[src/sv/rm5_pkg.sv]
// Shared constants for the five-sample running median filter.
`default_nettype none

package rm5_pkg;

    // Timestamp width.
    localparam int unsigned TIME_W   = 31;
    // Past samples held in the cell row.
    localparam int unsigned PAST_LEN = 4;
    // Samples in one window, newest included.
    localparam int unsigned WIN_LEN  = PAST_LEN + 1;
    // Rank of the median in sorted order, counted from zero.
    localparam int unsigned MED_RANK = WIN_LEN / 2;
    // Width of the fill counter, enough to hold PAST_LEN.
    localparam int unsigned FILL_W   = $clog2(PAST_LEN + 1);
    // Width of a rank count, enough to hold WIN_LEN - 1.
    localparam int unsigned RANK_W   = $clog2(WIN_LEN);

    typedef logic [TIME_W-1:0] time_t;
    typedef logic [FILL_W-1:0] fill_t;
    typedef logic [RANK_W-1:0] rank_t;

endpackage : rm5_pkg

`default_nettype wire

[src/sv/rm5_cell.sv]
// One cell of the delay row: holds one past value and its timestamp.
`default_nettype none

module rm5_cell #(
    parameter int unsigned VALUE_WIDTH = 32
) (
    input  wire logic                          aclk,
    input  wire logic                          shift_en,
    input  wire logic signed [VALUE_WIDTH-1:0] value_in,
    input  wire rm5_pkg::time_t                time_in,
    output logic signed [VALUE_WIDTH-1:0]      value_q,
    output rm5_pkg::time_t                     time_q
);
    import rm5_pkg::*;

    logic signed [VALUE_WIDTH-1:0] value_reg;
    time_t                         time_reg;

    // Take the neighbour's sample on each accepted beat
    always_ff @(posedge aclk) begin
        if (shift_en) begin
            value_reg <= value_in;
            time_reg  <= time_in;
        end
    end

    assign value_q = value_reg;
    assign time_q  = time_reg;

endmodule : rm5_cell

`default_nettype wire

[src/sv/rm5_median.sv]
// Rank-select network: picks the third smallest of five signed values.
`default_nettype none

module rm5_median #(
    parameter int unsigned VALUE_WIDTH = 32
) (
    input  wire logic signed [VALUE_WIDTH-1:0] win [rm5_pkg::WIN_LEN],
    output logic signed [VALUE_WIDTH-1:0]      median
);
    import rm5_pkg::*;

    logic [WIN_LEN-1:0] below [WIN_LEN];
    rank_t              rank  [WIN_LEN];

    // Compare every pair; ties are broken by position so ranks are unique
    always_comb begin
        for (int i = 0; i < WIN_LEN; i++) begin
            for (int j = 0; j < WIN_LEN; j++) begin
                below[i][j] = (win[j] < win[i]) || ((win[j] == win[i]) && (j < i));
            end
        end
    end

    // Count the values below each entry
    always_comb begin
        for (int i = 0; i < WIN_LEN; i++) begin
            rank[i] = '0;
            for (int j = 0; j < WIN_LEN; j++) begin
                rank[i] = rank[i] + rank_t'(below[i][j]);
            end
        end
    end

    // Select the entry whose rank is the middle one
    always_comb begin
        median = '0;
        for (int i = 0; i < WIN_LEN; i++) begin
            if (rank[i] == rank_t'(MED_RANK)) begin
                median = median | win[i];
            end
        end
    end

endmodule : rm5_median

`default_nettype wire

[src/sv/running_median_5_core.sv]
// Top level of the five-sample running median filter.
//
//   Channel  Dir  tdata (low bit up)                  tuser
//   s_       in   sample_time, sample_value, pad 0    restart
//   m_       out  centre_time, median_value, pad 0    -
//
// One sample is taken per cycle while s_tready is high; the result for the
// sample that completes its window passes the window register, then the output register.
// Reset clears the fill count and both stage valids; stored samples are
// not cleared. A stall on m_ fills the two stages and then holds s_tready
// low; any empty stage lets a beat in.
`default_nettype none

module running_median_5_core #(
    parameter int unsigned VALUE_WIDTH = 32
) (
    input  wire logic                          aclk,
    input  wire logic                          aresetn,
    input  wire logic                          s_tvalid,
    output logic                               s_tready,
    // sample_time, sample_value, zero pad
    input  wire logic [((rm5_pkg::TIME_W + VALUE_WIDTH + 7) / 8) * 8 - 1:0] s_tdata,
    // restart
    input  wire logic                          s_tuser,
    output logic                               m_tvalid,
    input  wire logic                          m_tready,
    // centre_time, median_value, zero pad
    output logic [((rm5_pkg::TIME_W + VALUE_WIDTH + 7) / 8) * 8 - 1:0] m_tdata
);
    import rm5_pkg::*;

    localparam int unsigned FIELD_W = TIME_W + VALUE_WIDTH;
    localparam int unsigned DATA_W  = ((FIELD_W + 7) / 8) * 8;

    logic                          s_fire;
    logic                          restart;
    time_t                         sample_time;
    logic signed [VALUE_WIDTH-1:0] sample_value;

    logic signed [VALUE_WIDTH-1:0] cell_value [PAST_LEN+1];
    time_t                         cell_time  [PAST_LEN+1];

    fill_t fill_reg, fill_next, fill_base;
    logic  produce;

    logic                          win_valid_reg;
    logic signed [VALUE_WIDTH-1:0] win_reg [WIN_LEN];
    time_t                         win_time_reg;
    logic                          win_ready;

    logic signed [VALUE_WIDTH-1:0] median;
    logic                          out_valid_reg;
    logic signed [VALUE_WIDTH-1:0] out_value_reg;
    time_t                         out_time_reg;
    logic                          out_ready;

    // Unpack the input beat
    assign restart      = s_tuser;
    assign sample_time  = s_tdata[TIME_W-1:0];
    assign sample_value = s_tdata[FIELD_W-1:TIME_W];

    // Back-pressure, stage by stage
    assign out_ready = !out_valid_reg || m_tready;
    assign win_ready = !win_valid_reg || out_ready;
    assign s_tready  = win_ready;
    assign s_fire    = s_tvalid && s_tready;

    // Feed the newest sample into the head of the cell row
    assign cell_value[0] = sample_value;
    assign cell_time[0]  = sample_time;

    genvar g;
    generate
        for (g = 0; g < PAST_LEN; g++) begin : g_cell
            rm5_cell #(
                .VALUE_WIDTH(VALUE_WIDTH)
            ) u_cell (
                .aclk    (aclk),
                .shift_en(s_fire),
                .value_in(cell_value[g]),
                .time_in (cell_time[g]),
                .value_q (cell_value[g+1]),
                .time_q  (cell_time[g+1])
            );
        end
    endgenerate

    // Count held samples; restart empties the window first
    always_comb begin
        fill_base = restart ? '0 : fill_reg;
        produce   = (fill_base == fill_t'(PAST_LEN));
        fill_next = produce ? fill_base : fill_base + fill_t'(1);
    end

    always_ff @(posedge aclk) begin
        if (!aresetn) begin
            fill_reg <= '0;
        end else if (s_fire) begin
            fill_reg <= fill_next;
        end
    end

    // Window stage: capture the five values and the centre timestamp
    always_ff @(posedge aclk) begin
        if (!aresetn) begin
            win_valid_reg <= 1'b0;
        end else if (win_ready) begin
            win_valid_reg <= s_fire && produce;
        end
    end

    always_ff @(posedge aclk) begin
        if (win_ready && s_fire && produce) begin
            for (int i = 0; i < WIN_LEN; i++) begin
                win_reg[i] <= cell_value[i];
            end
            win_time_reg <= cell_time[2];
        end
    end

    rm5_median #(
        .VALUE_WIDTH(VALUE_WIDTH)
    ) u_median (
        .win   (win_reg),
        .median(median)
    );

    // Output stage: hold the result until the beat is taken
    always_ff @(posedge aclk) begin
        if (!aresetn) begin
            out_valid_reg <= 1'b0;
        end else if (out_ready) begin
            out_valid_reg <= win_valid_reg;
        end
    end

    always_ff @(posedge aclk) begin
        if (out_ready && win_valid_reg) begin
            out_value_reg <= median;
            out_time_reg  <= win_time_reg;
        end
    end

    assign m_tvalid = out_valid_reg;
    assign m_tdata  = DATA_W'({out_value_reg, out_time_reg});

endmodule : running_median_5_core

`default_nettype wire

[config.mk]
export PLATFORM = sky130hd
export DESIGN_NAME = running_median_5_core
export DESIGN_NICKNAME = d
export VERILOG_FILES = /design/src/sv/rm5_pkg.sv /design/src/sv/rm5_cell.sv /design/src/sv/rm5_median.sv /design/src/sv/running_median_5_core.sv
export SDC_FILE = /design/constraint.sdc
export NUM_CORES = 1
export LEC_CHECK = 0
export BUFFER_PORTS_ARGS = -buffer_cell sky130_fd_sc_hd__buf_2
export CAP_MARGIN = 20
export CORE_MARGIN = 4
export CORE_UTILIZATION = 30
export DETAILED_ROUTE_END_ITERATION = 10
export PLACE_DENSITY_LB_ADDON = 0.25
export SETUP_SLACK_MARGIN = 0.15
export SLEW_MARGIN = 25
export SYNTH_ARGS = -nofsm -noshare
export SYNTH_HDL_FRONTEND = slang
export SYNTH_SLANG_ARGS = --single-unit
[constraint.sdc]
create_clock -name aclk -period 12.6 [get_ports aclk]
set_input_delay 1.89 -clock aclk [delete_from_list [all_inputs] [get_ports aclk]]
set_output_delay 1.89 -clock aclk [all_outputs]
set_load 0.1 [all_outputs]
After elaboration in Yosys (flattened, before gate mapping)
Index checks and enable logic that the tools add are counted.
{"block": "totals", "regBits": 449, "in_bits": 69, "output_inout_bits": 66, "elab_cells": 109}
{"block": "op_classes", "n_addsub": 21, "n_lt_le_gt_ge": 25, "n_eq_ne": 16, "mux": 7, "bitwise": 4, "reduce_logical": 19}
{"cell": "32-bit < comparator", "count": 25}
{"cell": "32-bit == test", "count": 10}
{"cell": "32-bit two-way mux", "count": 5}
{"cell": "32-bit OR", "count": 4}
{"cell": "3-bit by 1-bit adder with 3-bit output", "count": 12}
{"cell": "3-bit by 2-bit == test with 1-bit output (second input constant)", "count": 5}
{"cell": "1-bit logical OR", "count": 12}
{"cell": "1-bit by 1-bit adder with 2-bit output", "count": 5}
{"cell": "2-bit by 1-bit adder with 3-bit output", "count": 3}
{"cell": "3-bit two-way mux", "count": 2}
{"cell": "1-bit logical AND", "count": 5}
{"cell": "3-bit by 1-bit adder with 3-bit output (second input constant)", "count": 1}
{"cell": "3-bit == test (second input constant)", "count": 1}
{"cell": "1-bit zero test", "count": 2}

Depth between registers and ports, before layout
Gate-level depths: netlist (run 1).
{"block": "logic_depth", "ltp_word": 15, "mapped_depth": 18, "depth_no_buf": 17}

Modules after synthesis
A second synthesis (run 1) with hierarchy kept.
{"block": "unflattened", "hier_cells": 1645, "area_unflattened_um2": 24080.6}
{"mod": "rm5_median", "n_inst": 1, "cells_each": 1103, "area_each_um2": 8584.5, "seq_area_each_um2": 0.0}
{"mod": "running_median_5_core", "n_inst": 1, "cells_each": 290, "area_each_um2": 7928.9, "seq_area_each_um2": 7727.4}
{"mod": "rm5_cell", "n_inst": 4, "cells_each": 63, "area_each_um2": 1891.8, "seq_area_each_um2": 1891.8}

Least setup slack after synthesis (run 1)
No wires, ideal clock.
{"block": "synth_path", "path_type": "input -> register", "start": "input m_tready", "end": "register win_reg[0] (netlist name) (enable)", "setup_time_ns": 0.745, "arrival_time_ns": 10.873, "t_required_ns": 11.855, "path_slack_ns": 0.982, "stages": 4, "path_buffers": 0, "cell_sequence": "nor2b_1 -> nand2_1 -> nand2_1 -> nor2_1"}
{"block": "synth_via", "elab_chain_cells": 5}
{"item": "start, declared", "line_no": "running_median_5_core.sv:26", "text": "input wire logic m_tready,"}
{"item": "1-bit logical OR *", "line_no": "running_median_5_core.sv:63", "text": "assign out_ready = !out_valid_reg || m_tready;"}
{"item": "1-bit logical OR *", "line_no": "running_median_5_core.sv:64", "text": "assign win_ready = !win_valid_reg || out_ready;"}
{"item": "named net s_tready", "line_no": "running_median_5_core.sv:20", "text": "output logic s_tready,"}
{"item": "1-bit logical AND", "line_no": "running_median_5_core.sv:66", "text": "assign s_fire = s_tvalid && s_tready;"}
{"item": "1-bit logical AND * (2 in a row)", "line_no": "running_median_5_core.sv:113", "text": "if (win_ready && s_fire && produce) begin"}
{"item": "end signal, assigned by index", "line_no": "running_median_5_core.sv:115", "text": "win_reg[i] <= cell_value[i];"}
{"item": "end, declared", "line_no": "running_median_5_core.sv:47", "text": "logic signed [VALUE_WIDTH-1:0] win_reg [WIN_LEN];"}
Mark *: on every way through the listed nets, which the timed path passes. The rest lies on a longest branch.
A chain may end at the register's enable or synchronous reset.

Final worst setup path (run 1)
{"block": "layout_path", "start": "register win_reg[127] (netlist name)", "end": "register out_value_reg[0], data pin"}
{"block": "layout_via", "elab_chain_cells": 15, "word_cells_on_any_way": 51, "cone_classes": "add/sub (20); order compare (9); eq/ne (9); mux (5); bitwise (4); reduce/logical (4)"}
{"item": "32-bit < comparator", "line_no": "rm5_median.sv:19", "text": "below[i][j] = (win[j] < win[i]) || ((win[j] == win[i]) && (j < i));"}
{"item": "1-bit by 1-bit adder with 2-bit output", "line_no": "rm5_median.sv:29", "text": "rank[i] = rank[i] + rank_t'(below[i][j]);"}
{"item": "3-bit by 1-bit adder with 3-bit output (3 in a row)", "line_no": "rm5_median.sv:29"}
{"item": "3-bit by 2-bit == test with 1-bit output", "line_no": "rm5_median.sv:38", "text": "if (rank[i] == rank_t'(MED_RANK)) begin"}
{"item": "32-bit two-way mux", "line_no": "rm5_median.sv:38"}
{"item": "32-bit OR", "line_no": "rm5_median.sv:39", "text": "median = median | win[i];"}
{"item": "32-bit two-way mux", "line_no": "rm5_median.sv:38"}
{"item": "32-bit OR", "line_no": "rm5_median.sv:39"}
{"item": "32-bit two-way mux", "line_no": "rm5_median.sv:38"}
{"item": "32-bit OR", "line_no": "rm5_median.sv:39"}
{"item": "32-bit two-way mux", "line_no": "rm5_median.sv:38"}
{"item": "32-bit OR", "line_no": "rm5_median.sv:39"}
{"item": "32-bit two-way mux *", "line_no": "rm5_median.sv:38"}
{"item": "named net median[0]", "line_no": "running_median_5_core.sv:51", "text": "logic signed [VALUE_WIDTH-1:0] median;"}
{"item": "end signal, assigned", "line_no": "running_median_5_core.sv:139", "text": "out_value_reg <= median;"}
{"item": "end, declared", "line_no": "running_median_5_core.sv:53", "text": "logic signed [VALUE_WIDTH-1:0] out_value_reg;"}
Marks and branches as above.

==> impl_metrics.env, run 1 <==
export IMPL_antenna_left=0
export IMPL_cp_cell_sequence="ha_1 > nand4_1 > nor4_1 > o41ai_1 > o2111ai_1 > mux2_2 > fa_1 > inv_1 > ha_1 > nand2_1 > nor2_2 > buf_4 > a222oi_1 > nand2_1"
export IMPL_vias_per_cell=4.942
export IMPL_end_kind="register"
export IMPL_placed_area_sq_um=24150
export IMPL_finish_instance_area_sq_um=25680
export IMPL_relSlewSlack_pct=29.03
export IMPL_synthFlopType="edfxtp_1"
export IMPL_grt_use_total_pct=14.44
export IMPL_portBuffers=132
export IMPL_setup_tns_final_ps=0
export IMPL_drt_pass1_iterations=8
export IMPL_slowest_stage="nor4_1"
export IMPL_clkPwrFrac_pct=44.0
export IMPL_hold_path_class="reg -> reg"
export IMPL_period_minus_slack_ps=5365
export IMPL_drv_cap=0
export IMPL_synth_seq_cells=449
export IMPL_combPwrFrac_pct=1.0
export IMPL_drc=0
export IMPL_yosys_area_top_type_share_pct=59.99
export IMPL_path_depth=14
export IMPL_worst_ir_drop_vdd_uv=102.4
export IMPL_ioPinCount=135
export IMPL_timing_hold_violations_final=0
export IMPL_leakage_nw=10.52
export IMPL_clock_sinks=449
export IMPL_internal_power_mw=2.465
export IMPL_path_buf_inv=2
export IMPL_crit_required_ps=13050
export IMPL_tightestPinTransition_ps=1064
export IMPL_rsz0062_at_grt="no"
export IMPL_antenna_found_initial=2
export IMPL_critical_path_class="reg -> reg"
export IMPL_drive_gt1_share_pct=12.66
export IMPL_crit_family="simple AND/OR/NAND/NOR gates"
export IMPL_cellPowerDensity_nw_per_um2=120.7
export IMPL_grt_first_pass_wirelength_um=87000
export IMPL_cp_arrival_ps=5810
export IMPL_wl_per_cell_um=20.45
export IMPL_clockBufferDepth=3
export IMPL_placement_rows=99
export IMPL_die_width_um=280.2
export IMPL_fmax_mhz=186.4
export IMPL_r2r_cells=14
export IMPL_clkLatencyLatePin_ps=610
export IMPL_synth_enable_flop_cells=444
export IMPL_cts_resized=0
export IMPL_start_kind="register"
export IMPL_grt_pass1_vias=14320
export IMPL_grt_max_degree=131
export IMPL_syn_num_nets=2015
export IMPL_post_route_util_pct=35.09
export IMPL_fin_crit_sh_pct=42.58
export IMPL_hold_slack_ps=406.0
export IMPL_max_stage_delay_ps=880
export IMPL_setup_viol=0
export IMPL_htree_levels=2
export IMPL_min_path_cells=0
export IMPL_swShare_pct=20.53
export IMPL_synth_common_cells="edfxtp_1, ha_1, inv_1"
export IMPL_finalNetCount=2192
export IMPL_cts_setup_buffers=0
export IMPL_dp_hpwl_um=41830
export IMPL_grt_ovfl_total=0
export IMPL_power_switching_mw=0.6366
export IMPL_wl_um=56960
export IMPL_fin_skew_ps=18.62
export IMPL_placeableCoreArea_sq_um=73210
export IMPL_ys_types=51
export IMPL_synth_area_leader_cell="edfxtp_1"
export IMPL_root_buffer="clkbuf_16"
export IMPL_hold_buffers=0
export IMPL_vias=13770
export IMPL_syn_inst=1609
export IMPL_yosys_warnings=0
export IMPL_cts_tree="yes"
export IMPL_slew_viol_final=0
export IMPL_critPathMaxFanout=19
export IMPL_yosysMostFrequentCell="edfxtp_1"
export IMPL_clk_pin_slew_worst_paths_ps=60
export IMPL_die_y_um=280.2
export IMPL_drt_iter0_markers=1021
export IMPL_synthArstFlopShare_pct=0
export IMPL_gp_congestion=0.8835
export IMPL_cts_buffers=49
export IMPL_ys_top_cells_by_area="edfxtp_1, ha_1, inv_1"
export IMPL_syn2layout_area_growth_pct=15.56
export IMPL_start_util_pct=30.36
export IMPL_seq_area_frac_synth_pct=60.44
export IMPL_largest_reg_flops=160
export IMPL_power_frac_seq_pct=55.0
export IMPL_syn_area_sq_um=22230
export IMPL_avgSynthCellArea_sq_um=13.81
export IMPL_status="completed"
export IMPL_r2r_setup_slack_ps=7240
export IMPL_dieArea_sq_um=78510
## power by group through the flow
stage | Sequential (mW) | Clock, mW | Combinational [mW]
after floorplan | 1.74 | 0 | 0.0137
after global placement | 1.74 | 0 | 0.0312
after detailed placement | 1.74 | 0 | 0.0327
after CTS | 1.71 | 1.41 | 0.0328
after global routing | 1.71 | 1.48 | 0.0357
final | 1.71 | 1.36 | 0.0317
## final cells by class
type                       count  area (sq um)
multi-input combinational    962          8087
fill                        7071         47520
tap                          959          1200
inverter                     181         686.9
clock inverter                32         270.3
clock buffer                  58          1260
antenna                        2         5.005
sequential                   449         13430
timing repair buffer         143         743.2
## routing by layer
metal	GRT usage, %	vias to the layer above	share of wire, %	routed length, um
li1	-	6616	-	-
met1	19.68	6747	46	25980
met2	23.46	326	46	26460
met3	2.921	79	5.5	3129
met4	4.185	0	2.4	1384
met5	0	-	0	0
## cell families after synthesis
logic type / Yosys count / synth area share (%)
adder cells (fa/ha/maj): 337 / 19.14
XOR/XNOR: 5 / 0.1970
multiplexers: 15 / 0.7093
AO/OA/AOI/OAI: 322 / 9.711
flip-flops: 449 / 60.44
buffers and inverters: 198 / 3.361
AND/OR/NAND/NOR: 282 / 6.429
other: 1 / 0.01687
## path summary, 6_finish.rpt
check / start / end
min: g_cell[0].u_cell.time_q[25]$_DFFE_PP_ / g_cell[1].u_cell.time_q[25]$_DFFE_PP_
max reg2reg: win_reg[127]$_DFFE_PP_ / out_value_reg[0]$_DFFE_PP_
max: win_reg[127]$_DFFE_PP_ / out_value_reg[0]$_DFFE_PP_
min reg2reg: g_cell[0].u_cell.time_q[25]$_DFFE_PP_ / g_cell[1].u_cell.time_q[25]$_DFFE_PP_
## per-stage QoR
step,power [mW],worst slack [ps],instances
6_report,3.101,7235,2786
5_1_grt,3.229,7014,2784
4_1_cts,3.155,7223,2784
3_5_place_dp,1.772,7254,2694
3_3_place_gp,1.767,7207,2694
2_1_floorplan,1.750,982.1,1609
## cells in the final DEF (no fill, tap or decap), drive strengths merged, types with 3 or more instances in the layout
cell     Yosys  routed
a31oi        4       4
and4        13      13
a21o        38      38
o211ai       9       9
mux2         6       6
or3          3       3
ha         332     332
dfxtp        5       5
a221oi       9       9
nor2        26      26
nand3       32      32
inv        181     184
fa           5       5
a211oi       3       3
and2         5       5
clkinv       0      25
o21ai       38      38
a21oi      127     127
nor3         6       6
nor2b        8       8
a22oi       32      32
mux2i        9       9
buf          1     143
a221o       14      14
xnor2        5       5
nand4       55      55
a2111oi      3       3
clkbuf      16      58
nand2      109     109
edfxtp     444     444
nor4        11      11
nor3b        5       5
a211o        5       5
a222oi      32      32
No activity file was read; power rests on OpenSTA's default activity.
==> inputs of run 2 (changes only) <==
==> constraint.sdc (replaced) <==
create_clock -name aclk -period 5.6 [get_ports aclk]
set_input_delay 0.84 -clock aclk [delete_from_list [all_inputs] [get_ports aclk]]
set_output_delay 0.84 -clock aclk [all_outputs]
set_load 0.1 [all_outputs]
==> impl_metrics.env, run 2 (synthesis results as in run 1) <==
export IMPL_clock_sinks=449
export IMPL_status="completed"
export IMPL_cp_arrival_ps=5470
export IMPL_ioPinCount=135
export IMPL_grt_pass1_vias=13920
export IMPL_leakage_nw=10.55
export IMPL_drt_iter0_markers=992
export IMPL_placed_area_sq_um=24240
export IMPL_slew_viol_final=0
export IMPL_start_util_pct=30.36
export IMPL_antenna_found_initial=4
export IMPL_syn2layout_area_growth_pct=15.98
export IMPL_grt_use_total_pct=14.49
export IMPL_start_kind="register"
export IMPL_max_stage_delay_ps=500
export IMPL_vias_per_cell=4.893
export IMPL_setup_tns_final_ps=0
export IMPL_clk_pin_slew_worst_paths_ps=60
export IMPL_dp_cells=2701
export IMPL_drt_pass1_iterations=7
export IMPL_cp_cell_sequence="ha_1 > a41oi_2 > o21ai_1 > a221o_1 > a2111o_1 > a21oi_2 > mux2_1 > ha_1 > inv_1 > fa_1 > inv_1 > ha_1 > nand2_1 > nor2_2 > buf_4 > a222oi_1 > nand2_1"
export IMPL_grt_first_pass_wirelength_um=87030
export IMPL_crit_top_cell="ha_1"
export IMPL_tightestPinTransition_ps=1039
export IMPL_drc=0
export IMPL_cts_resized=0
export IMPL_largest_reg_flops=160
export IMPL_root_buffer="clkbuf_16"
export IMPL_hold_slack_ps=405.6
export IMPL_path_buf_inv=3
export IMPL_portBuffers=132
export IMPL_drive_gt1_share_pct=13.01
export IMPL_grt_ovfl_total=0
export IMPL_min_path_cells=1
export IMPL_rsz0062_at_grt="no"
export IMPL_critical_path_class="reg -> reg"
export IMPL_n_fill_cell=7071
export IMPL_wl_per_cell_um=20.58
export IMPL_crit_family="compound AO/OA/AOI/OAI gates"
export IMPL_crit_required_ps=6050
export IMPL_die_width_um=280.2
export IMPL_slowest_stage="edfxtp_1"
export IMPL_fmax_mhz=199.1
export IMPL_whs_endpoint="g_cell[0].u_cell.time_q[30]$_DFFE_PP_"
export IMPL_dieArea_sq_um=78510
export IMPL_relSlewSlack_pct=30.77
export IMPL_critPathMaxFanout=24
export IMPL_fin_skew_ps=26.24
export IMPL_grt_max_degree=134
export IMPL_cts_tree="yes"
export IMPL_clockBufferDepth=3
export IMPL_antenna_left=0
export IMPL_drv_cap=0
export IMPL_hold_path_class="in -> reg"
export IMPL_r2r_setup_slack_ps=580
export IMPL_clkLatencyLatePin_ps=610
export IMPL_placeableCoreArea_sq_um=73210
export IMPL_mostFrequentLayoutCell="edfxtp_1"
export IMPL_hold_buffers=0
export IMPL_rr_startpoint="win_reg[115]$_DFFE_PP_"
export IMPL_timing_rr_end="out_value_reg[13]$_DFFE_PP_"
export IMPL_finish_instance_area_sq_um=25780
export IMPL_layout_common_cells="edfxtp_1, ha_1, inv_1, buf_2, a21oi_1"
export IMPL_period_minus_slack_ps=5023
export IMPL_cts_buffers=48
export IMPL_placement_rows=99
export IMPL_gp_congestion=0.8726
export IMPL_post_route_util_pct=35.21
export IMPL_r2r_cells=17
export IMPL_timing_hold_violations_final=0
export IMPL_wl_um=57400
export IMPL_setup_viol=0
export IMPL_die_y_um=280.2
export IMPL_finalNetCount=2198
export IMPL_place_ws_ps=581.8
export IMPL_worst_ir_drop_vdd_uv=240.4
export IMPL_cts_setup_buffers=0
export IMPL_htree_levels=2
export IMPL_holdCritStartpoint="s_tdata[30]"
export IMPL_cellPowerDensity_nw_per_um2=271.6
export IMPL_fin_total_pwr_mw=7.000
export IMPL_vias=13650
export IMPL_fin_crit_sh_pct=89.70
export IMPL_worst_slack_ps=576.9
export IMPL_dp_hpwl_um=42030
export IMPL_end_kind="register"
export IMPL_final_cells=2789
-- run 2: cell types whose count changed in the layout (fill, tap and decap cells not counted), moves of 2 or more --
| cell | delta |
|---|---|
| clkinv_1 | -2 |
| buf_4 | +3 |
| clkinv_2 | -3 |
| clkinvlp_4 | +3 |
| buf_12 | +4 |
-- run 2: how the worst max path moves through the flow --
stage / end / cells past startpoint / slack [ps] / from
2_1_floorplan: g_cell[0].u_cell.time_q[0]$_DFFE_PP_ / 4 / 160 / m_tready
3_3_place_gp: out_value_reg[31]$_DFFE_PP_ / 17 / 540 / win_reg[115]$_DFFE_PP_
3_5_place_dp: out_value_reg[25]$_DFFE_PP_ / 17 / 580 / win_reg[115]$_DFFE_PP_
4_1_cts: out_value_reg[10]$_DFFE_PP_ / 17 / 550 / win_reg[115]$_DFFE_PP_
5_1_grt: out_value_reg[13]$_DFFE_PP_ / 17 / 350 / win_reg[115]$_DFFE_PP_
6_report: out_value_reg[13]$_DFFE_PP_ / 17 / 580 / win_reg[115]$_DFFE_PP_
-- run 2: power breakdown --
group	switching (mW)	total (mW)	internal, mW
clock network	1.35	3.09	1.73
registers	0.0329	3.84	3.81
logic	0.0497	0.0726	0.0229
total	1.44	7.00	5.56
-- run 2: cell type report --
type | count | area (sq um) | share of cell area [%]
diodes | 1 | 2.502 | 0.009708
clock buffers | 57 | 1235 | 4.791
clock inverters | 30 | 295.3 | 1.146
inverters | 181 | 683.2 | 2.650
multi-input cells | 962 | 8082 | 31.35
flip-flops and latches | 449 | 13430 | 52.12
well taps | 959 | 1200 | 4.655
repair buffers | 150 | 845.8 | 3.281
-- run 2: worst register-to-register path, cell delays in order, from the launching register on --
cell and delay [ps]:
edfxtp_1 500, ha_1 380, a41oi_2 190, o21ai_1 130, a221o_1 420, a2111o_1 460, a21oi_2 160, mux2_1 350
ha_1 280, inv_1 50, fa_1 400, inv_1 60, ha_1 110, nand2_1 60, nor2_2 460, buf_4 500
a222oi_1 220, nand2_1 130
-- run 2: routing by layer --
layer | wire, um | vias to the layer above | GRT usage (%)
met5 | 41 | - | 0
met4 | 1199 | 6 | 3.496
met3 | 2757 | 84 | 2.804
met2 | 26650 | 282 | 23.49
met1 | 26750 | 6648 | 20.17
li1 | - | 6627 | -
